File: src/hw/rtl/gwm_pkg.sv
// Shared constants and types for the wildcard glob matcher.
package gwm_pkg;

    localparam int MAX_PATTERN = 32;
    localparam int STORE_BYTES = 32;
    localparam int LEN_W       = 6;
    localparam int POS_W       = STORE_BYTES + 1;
    localparam int WORD_W      = 64;
    localparam int NUM_WORDS   = STORE_BYTES / 8;
    localparam int CFG_IDX_W   = 3;

    localparam logic [7:0] STAR_BYTE = 8'h2A;
    localparam logic [7:0] ANY_BYTE  = 8'h3F;

    localparam logic [CFG_IDX_W-1:0] CFG_LENGTH   = 3'd0;
    localparam logic [CFG_IDX_W-1:0] CFG_BYTES_0  = 3'd1;
    localparam logic [CFG_IDX_W-1:0] CFG_BYTES_8  = 3'd2;
    localparam logic [CFG_IDX_W-1:0] CFG_BYTES_16 = 3'd3;
    localparam logic [CFG_IDX_W-1:0] CFG_BYTES_24 = 3'd4;

    localparam logic [LEN_W-1:0] CAP_LEN =
        LEN_W'((MAX_PATTERN < STORE_BYTES) ? MAX_PATTERN : STORE_BYTES);

    typedef logic [STORE_BYTES-1:0][7:0] pat_bytes_t;
    typedef logic [POS_W-1:0]            pos_set_t;

    typedef struct packed {
        logic     hit;
        pos_set_t next;
    } step_res_t;

endpackage

File: src/hw/rtl/gwm_step.sv
// Position-set update: star closure, end-of-name test and next set for one byte.
module gwm_step
(
    input  gwm_pkg::pat_bytes_t       pat,
    input  logic [gwm_pkg::LEN_W-1:0] eff_len,
    input  gwm_pkg::pos_set_t         cur,
    input  logic [7:0]                name_byte,
    output gwm_pkg::step_res_t        res
);

    gwm_pkg::pos_set_t pos_mask;
    gwm_pkg::pos_set_t star_mask;
    gwm_pkg::pos_set_t lit_ok;
    gwm_pkg::pos_set_t live;
    gwm_pkg::pos_set_t gen;
    gwm_pkg::pos_set_t sum;
    gwm_pkg::pos_set_t closed;
    gwm_pkg::pos_set_t nxt;

    always_comb
    begin
        for (int i = 0; i < gwm_pkg::POS_W; i++)
        begin
            pos_mask[i] = (gwm_pkg::LEN_W'(i) <= eff_len);
        end
        for (int i = 0; i < gwm_pkg::STORE_BYTES; i++)
        begin
            star_mask[i] = (gwm_pkg::LEN_W'(i) < eff_len) && (pat[i] == gwm_pkg::STAR_BYTE);
            lit_ok[i]    = (gwm_pkg::LEN_W'(i) < eff_len) && (pat[i] != gwm_pkg::STAR_BYTE)
                           && ((pat[i] == gwm_pkg::ANY_BYTE) || (pat[i] == name_byte));
        end
        star_mask[gwm_pkg::POS_W-1] = 1'b0;
        lit_ok[gwm_pkg::POS_W-1]    = 1'b0;
    end

    // closure through star runs is a carry chain: generate on active stars,
    // propagate across consecutive stars
    assign live   = cur & pos_mask;
    assign gen    = live & star_mask;
    assign sum    = gen + star_mask;
    assign closed = live | (sum ^ gen ^ star_mask);

    assign nxt = (closed & star_mask)
               | {(closed[gwm_pkg::POS_W-2:0] & lit_ok[gwm_pkg::POS_W-2:0]), 1'b0};

    assign res.hit  = closed[eff_len];
    assign res.next = nxt;

endmodule

File: src/hw/rtl/wildcard_glob_matcher.sv
// Top level of the streamed glob matcher with '*' and '?'.
// An end-of-name word is staged, then its result is registered.
// Throughput: one word per cycle, but an end word waits on a stalled result; the
// position update is one 33-bit add plus per-position byte compares between the input
// register and the state/result registers. Reset: pattern length and bytes clear to 0,
// only the start position is active, and both pipeline registers are empty.
module wildcard_glob_matcher
(
    input  logic                            clk,
    input  logic                            rst_n,
    input  logic                            cfg_write,
    input  logic [gwm_pkg::CFG_IDX_W-1:0]   cfg_index,
    input  logic [gwm_pkg::WORD_W-1:0]      cfg_data,
    input  logic                            in_valid,
    output logic                            in_stall,
    input  logic                            action,
    input  logic [7:0]                      name_byte,
    output logic                            out_valid,
    input  logic                            out_stall,
    output logic                            matched
);

    logic [gwm_pkg::LEN_W-1:0]                       len_reg;
    logic [gwm_pkg::NUM_WORDS-1:0][gwm_pkg::WORD_W-1:0] words_reg;
    gwm_pkg::pat_bytes_t                             pat;
    logic [gwm_pkg::LEN_W-1:0]                       eff_len;

    logic                     stg_valid_reg;
    logic                     stg_action_reg;
    logic [7:0]               stg_byte_reg;
    gwm_pkg::pos_set_t        active_reg;
    gwm_pkg::pos_set_t        active_next;
    logic                     out_valid_reg;
    logic                     out_valid_next;
    logic                     matched_reg;
    logic                     advance;
    logic                     in_take;
    gwm_pkg::step_res_t       step;

    assign pat     = words_reg;
    assign eff_len = (len_reg > gwm_pkg::CAP_LEN) ? gwm_pkg::CAP_LEN : len_reg;

    always_ff @(posedge clk or negedge rst_n)
    begin
        if (!rst_n)
        begin
            len_reg   <= '0;
            words_reg <= '0;
        end
        else if (cfg_write)
        begin
            unique case (cfg_index)
                gwm_pkg::CFG_LENGTH:   len_reg      <= cfg_data[gwm_pkg::LEN_W-1:0];
                gwm_pkg::CFG_BYTES_0:  words_reg[0] <= cfg_data;
                gwm_pkg::CFG_BYTES_8:  words_reg[1] <= cfg_data;
                gwm_pkg::CFG_BYTES_16: words_reg[2] <= cfg_data;
                gwm_pkg::CFG_BYTES_24: words_reg[3] <= cfg_data;
                default: ;
            endcase
        end
    end

    gwm_step u_step
    (
        .pat       (pat),
        .eff_len   (eff_len),
        .cur       (active_reg),
        .name_byte (stg_byte_reg),
        .res       (step)
    );

    // an end word needs the result slot; a consume word always moves on
    assign advance  = stg_valid_reg && (!stg_action_reg || !out_valid_reg || !out_stall);
    assign in_stall = stg_valid_reg && !advance;
    assign in_take  = in_valid && !in_stall;

    assign active_next    = stg_action_reg ? gwm_pkg::POS_W'(1) : step.next;
    assign out_valid_next = (out_valid_reg && out_stall) || (advance && stg_action_reg);

    always_ff @(posedge clk or negedge rst_n)
    begin
        if (!rst_n)
        begin
            stg_valid_reg <= 1'b0;
            active_reg    <= gwm_pkg::POS_W'(1);
            out_valid_reg <= 1'b0;
        end
        else
        begin
            stg_valid_reg <= in_take || (stg_valid_reg && !advance);
            out_valid_reg <= out_valid_next;
            if (advance)
            begin
                active_reg <= active_next;
            end
        end
    end

    always_ff @(posedge clk)
    begin
        if (in_take)
        begin
            stg_action_reg <= action;
            stg_byte_reg   <= name_byte;
        end
        if (advance && stg_action_reg)
        begin
            matched_reg <= step.hit;
        end
    end

    assign out_valid = out_valid_reg;
    assign matched   = matched_reg;

`ifndef NO_ASSERTIONS
    a_restart: assert property (@(posedge clk) disable iff (!rst_n)
        (advance && stg_action_reg) |=> (active_reg == gwm_pkg::POS_W'(1)))
        else $error("state not restarted after end word");

    a_stall_only_full: assert property (@(posedge clk) disable iff (!rst_n)
        in_stall |-> stg_valid_reg)
        else $error("input stalled with empty stage");

    a_consume_no_result: assert property (@(posedge clk) disable iff (!rst_n)
        (advance && !stg_action_reg) |=> (out_valid_reg == $past(out_valid_reg && out_stall)))
        else $error("consume word produced a result");

    a_result_from_end: assert property (@(posedge clk) disable iff (!rst_n)
        $rose(out_valid_reg) |-> $past(advance && stg_action_reg))
        else $error("result without end word");
`endif

endmodule

File: config.mk
export PLATFORM = sky130hd
export DESIGN_NAME = wildcard_glob_matcher
export DESIGN_NICKNAME = d
export VERILOG_FILES = /design/src/hw/rtl/gwm_pkg.sv /design/src/hw/rtl/gwm_step.sv /design/src/hw/rtl/wildcard_glob_matcher.sv
export SDC_FILE = /design/constraint.sdc
export NUM_CORES = 1
export LEC_CHECK = 0
export ABC_AREA = 1
export ABC_CLOCK_PERIOD_IN_PS = 3500
export BUFFER_PORTS_ARGS = -buffer_cell sky130_fd_sc_hd__clkbuf_2
export CORE_MARGIN = 2
export CORE_UTILIZATION = 30
export CTS_BUF_LIST = sky130_fd_sc_hd__clkbuf_2
export CTS_CLUSTER_DIAMETER = 150
export DETAILED_ROUTE_END_ITERATION = 6
export PLACE_DENSITY = 0.54
export RECOVER_POWER = 50
export SLEW_MARGIN = 20
export SYNTH_ARGS = -nofsm -noshare
export SYNTH_HDL_FRONTEND = slang
export SYNTH_SLANG_ARGS = --single-unit
export TNS_END_PERCENT = 5
File: constraint.sdc
create_clock -name clk -period 3.5 [get_ports clk]
set_input_delay 0.175 -clock clk [delete_from_list [all_inputs] [get_ports clk]]
set_output_delay 0.175 -clock clk [all_outputs]
set_load 0.005 [all_outputs]
After elaboration in Yosys (flattened, before gate mapping)
Index checks and enable logic that the tools add are counted.
- register bits after elaboration: 307
- input bits: 81
- output and inout port bits: 3
- logic and storage cells: 371
- add/sub/neg operators: 1
- order comparisons: 67
- equal/unequal tests: 132
- muxes and demuxes: 4
- bitwise gates (word level): 8
- reduce and logical (&&, ||, !) cells: 148
- operator list (operator ; count):
    == test 8 x 6 -> 1 bit, second input constant ; 64
    == test 8 bit ; 32
    inequality test 8 x 6 -> 1 bit, second input constant ; 32
    logical AND 1 bit ; 101
    less-or-equal comparator 5 x 6 -> 1 bit, first input constant ; 16
    less-than comparator 5 x 6 -> 1 bit, first input constant ; 16
    bitwise AND 33 x 32 -> 33 bit ; 2
    bitwise OR 33 bit ; 2
    less-or-equal comparator 4 x 6 -> 1 bit, first input constant ; 8
    less-than comparator 4 x 6 -> 1 bit, first input constant ; 8
    logical OR 1 bit ; 36
    adder 33 x 32 -> 33 bit ; 1
    bitwise AND 33 bit ; 1
    two-way mux 33 bit ; 1
    bitwise XOR 33 x 32 -> 33 bit ; 1
    bitwise XOR 33 bit ; 1
    bitwise AND 32 bit ; 1
    less-or-equal comparator 3 x 6 -> 1 bit, first input constant ; 4
    less-than comparator 3 x 6 -> 1 bit, first input constant ; 4
    less-or-equal comparator 1 x 6 -> 1 bit, first input constant ; 2
    less-or-equal comparator 2 x 6 -> 1 bit, first input constant ; 2
    less-than comparator 1 x 6 -> 1 bit, first input constant ; 2
    less-than comparator 2 x 6 -> 1 bit, first input constant ; 2
    AND reduction 2 bit ; 5
    other kinds (11) ; 16

Logic depth before layout (Yosys ltp)
- depth after elaboration: 12
- depth in mapped cells: 25
- depth with buffers taken out: 24

By module
From an unflattened synthesis, not the netlist that was laid out.
- cells, all modules: 3233
- area, all modules: 21423.0 sq um
- modules (own cells, without submodules) (module ; instances ; cells an instance ; area each (sq um) ; sequential area each (sq um)):
    wildcard_glob_matcher ; 1 ; 1246 ; 11816.3 ; 7733.7
    gwm_step ; 1 ; 1987 ; 9606.7 ; 0.0

Worst setup path after synthesis
No wires, ideal clock.
- path kind: reg-to-reg
- from: register len_reg[5] (netlist bit)
- to: register matched_reg, in the netlist matched, data pin
- setup time: 0.260 ns
- arrival time: 2.419 ns
- required time: 3.240 ns
- slack: 0.821 ns
- cell stages (with the launch flop): 26
- buffers on the path: 2
- clock period less this slack: 2.679 ns
- cells stage by stage: dfrtp_1 -> buf_6 -> inv_6 -> buf_6 -> nand2_4 -> nor2_4 -> nand2_1 -> nand3_1 -> inv_1 -> ha_1 -> inv_1 -> nand2_1 -> nand3_1 -> nand2_1 -> nand2_1 -> nand2_1 -> nand2_1 -> nand4_1 -> nand2_1 -> nand3_1 -> nor2_1 -> nor2_1 -> nor2_1 -> nand2_1 -> nand2_1 -> nand3_1
- RTL lines (element ; RTL line ; text):
    start, declared ; wildcard_glob_matcher.sv:23 ; logic [gwm_pkg::LEN_W-1:0] len_reg;
    start signal, assigned ; wildcard_glob_matcher.sv:53 ; gwm_pkg::CFG_LENGTH: len_reg <= cfg_data[gwm_pkg::LEN_W-1:0];
    end signal, assigned ; wildcard_glob_matcher.sv:108 ; matched_reg <= step.hit;
    end, declared ; wildcard_glob_matcher.sv:35 ; logic matched_reg;

==> impl_metrics.toml <==
[final_layout]
drive_gt1_frac = 0.144
ff_latch_area_sq_um = 7740
layout_commonest_cell = "nand2_1"
fillers = 7064
largest_reg_flops = 256
final_cell_mix = "nand2_1 (866), o21ai_0 (304), dfrtp_1 (293)"
layout.nets = 3252
multiInputGateArea_sq_um = 10600
synthToLayoutAreaGrowth_pct = 21.8

[grt]
grt_max_degree = 129
grt_util_all_layers = 0.234
grt_pass1_vias = 19523
grt_pass1_wl_um = 120000
grt.overflow.total = 0
antenna_found_initial = 3

[logic_synthesis]
netlist.area_leader.share = 0.374
synth.area.top_cells = "dfrtp_1 (37%), nand2_1 (16%), o21ai_0 (7.7%), inv_1 (5.4%), xnor2_1 (5.3%)"
yosys.area_share.adder = 0.000632
synth_xor_xnor_area_share = 0.0579
synth_compound_gate_area_share = 0.126
synthSimpleGateAreaFrac = 0.346
postSynthNetCount = 2932
syn_area_sq_um = 19800
synth_top_family_by_area = "simple AND/OR/NAND/NOR gates"
synthMuxAreaShare = 0
synth_area_per_cell_sq_um = 6.95
synthArstFlopShare = 0.967
synth_edf_count = 10
synth_warnings = 0
ys_seq_area_frac = 0.391
yosysTopAreaCell = "dfrtp_1"
yosysUniqueCellTypes = 60
synth_top_flop_cell = "dfrtp_1"
synth_seq_cells = 307
syn_inst = 2850

[drt]
drc_errors = 0
totalWireLength_um = 79600
drt_iter0_markers = 2045
detail-route-antenna-nets = 0
num_vias = 20479
vias_per_cell = 4.99
drt_pre_antenna_iters = 5
wl_per_cell_um = 19.4

[cts]
clkLatencyLatePin_ps = 1140
cts_tree = "built"
cts_made_buffers = 90
cts-htree-levels = 3
cts_root_buf = "clkbuf_2"
cts.sinks = 307
clockBufferDepth = 3
clk_pin_slew_worst_paths_ps = 110

[worst_setup_path]
required_ps = 4440
cp_max_fo = 13
critPathArrivalTime_ps = 4310
crit_path_start_kind = "flip-flop"
critical_path_class = "flip-flop to flip-flop"
cp-end-kind = "flip-flop"

[status]
outcome = "complete, but fails checks"
violations = "max-capacitance violations, max-slew violations"

[timing]
whs_ps = 69.8
rsz0062_at_grt = "no"
relSlewSlack = -0.538
period_needed_ps = 3370
slew_viol_final = 121
worst_pin_slew_ps = 2300
hold_viol_final = 0
finalCritPeriodShare = 0.964
tns_ps = 0
fin_worst_skew_ps = 134
max_freq_mhz = 297
setup_viol = 0

[power_and_ir_drop]
powerDensity_nw_per_um2 = 430
irDropWorstVdd_mv = 0.224
p_leak_uw = 0.0113

[hold_path]
hold_class = "primary input to flip-flop"

[floorplan]
die_h_um = 261
design.core.area_sq_um = 65500
die_area_sq_um = 68100
rows = 94
io_pins = 84
initial_core_util = 0.302
die_x_um = 261

[place]
dp_hpwl_um = 57200
place_congestion = 1.01
portBuffers = 83

[run]
maxCapViolCount = 2
[cells in the mapped netlist (8+ instances only)]
cell type  number
nand2_1       867
o21ai_0       304
dfrtp_1       296
inv_1         286
nor2_1        254
nand3_1       142
xnor2_1       120
nand4_1       107
clkbuf_1       90
or2_2          76
a21oi_1        45
nor3_1         30
nor4_1         19
nor2_2         16
buf_1          14
nand3b_1       14
o211ai_1       12
xor2_1         11
edfxtp_1       10
nand2_2        10
o41ai_1        10
o221ai_1        9
o2111ai_1       8
o21ai_1         8
[per-layer routing]
metal	vias to the layer above	track usage	share of wire
li1	9978	-	-
met1	9699	0.311	0.44
met2	645	0.381	0.46
met3	157	0.0397	0.061
met4	0	0.0894	0.033
met5	-	0	0
[logic make-up (layout without fill, tap and decap cells)]
logic type,after synthesis,after routing
and+or+nand+nor,1560,1560
AOI/OAI and AO/OA,443,443
buffers and inverters,408,800
DFF,307,307
xor gates and xnor gates,131,131
adders and majority gates,1,1
other,0,2
[path summary, 6_finish.rpt]
path,slack [ps],endpoint,depth (start not counted),startpoint
min in group asynchronous,950,active_reg[0],3,rst_n
worst min-delay path,70,pat[0],4,cfg_data[0]
worst max register to register,130,matched,17,len_reg[4]
worst max-delay path,130,matched,17,len_reg[4]
worst min register to register,490,active_reg[27],1,active_reg[27]
max in group asynchronous,820,len_reg[2],4,rst_n
[worst max-delay path, stage by stage (launching register included)]
cell and delay [ps]:
dfrtp_1 520, inv_2 120, nand2_4 190, nand2_1 180, a21oi_4 310, nand2_1 200, a21oi_1 340, nand2_1 210
nor2_2 220, nand3_1 150, nand3b_1 230, nand3_2 160, nand2_1 70, nand3_1 100, nor2_1 60, nand2_1 60
nand2_1 50, nand3_1 90
[metrics by stage]
stage / util / setup WS (ps) / power [uW] / cells / instance area, sq um
2_1_floorplan: - / 821 / 6490 / 2850 / 19800
3_3_place_gp: 0.332 / 149 / 7410 / 3780 / 21700
3_5_place_dp: 0.332 / 143 / 7430 / 3780 / 21700
4_1_cts: 0.369 / 57.2 / 10400 / 4103 / 24200
5_1_grt: 0.368 / 10.1 / 11100 / 4108 / 24100
6_report: 0.368 / 127 / 10400 / 4108 / 24100
[final cells by class]
type                       count  share of cell area
antenna                        2            0.000207
tap                          864              0.0448
clock buffer                 138              0.0286
sequential                   307               0.321
inverter                     296              0.0463
multi-input combinational   2135               0.437
timing repair buffer         340               0.116
clock inverter                26             0.00550
[power breakdown]
part / internal [uW] / switching [uW]
Sequential: 4140 / 689
Combinational: 1120 / 1600
Clock: 1120 / 1710
[timing repair]
action | 4_1_cts | 5_1_grt
hold buffers | 159 | 0
setup buffers | 0 | 3
gates resized for setup | 0 | 12
endpoints found under the setup margin | 0 | 6
hold endpoints to repair | 605 | 0
(Power assumes the default switching activity.)
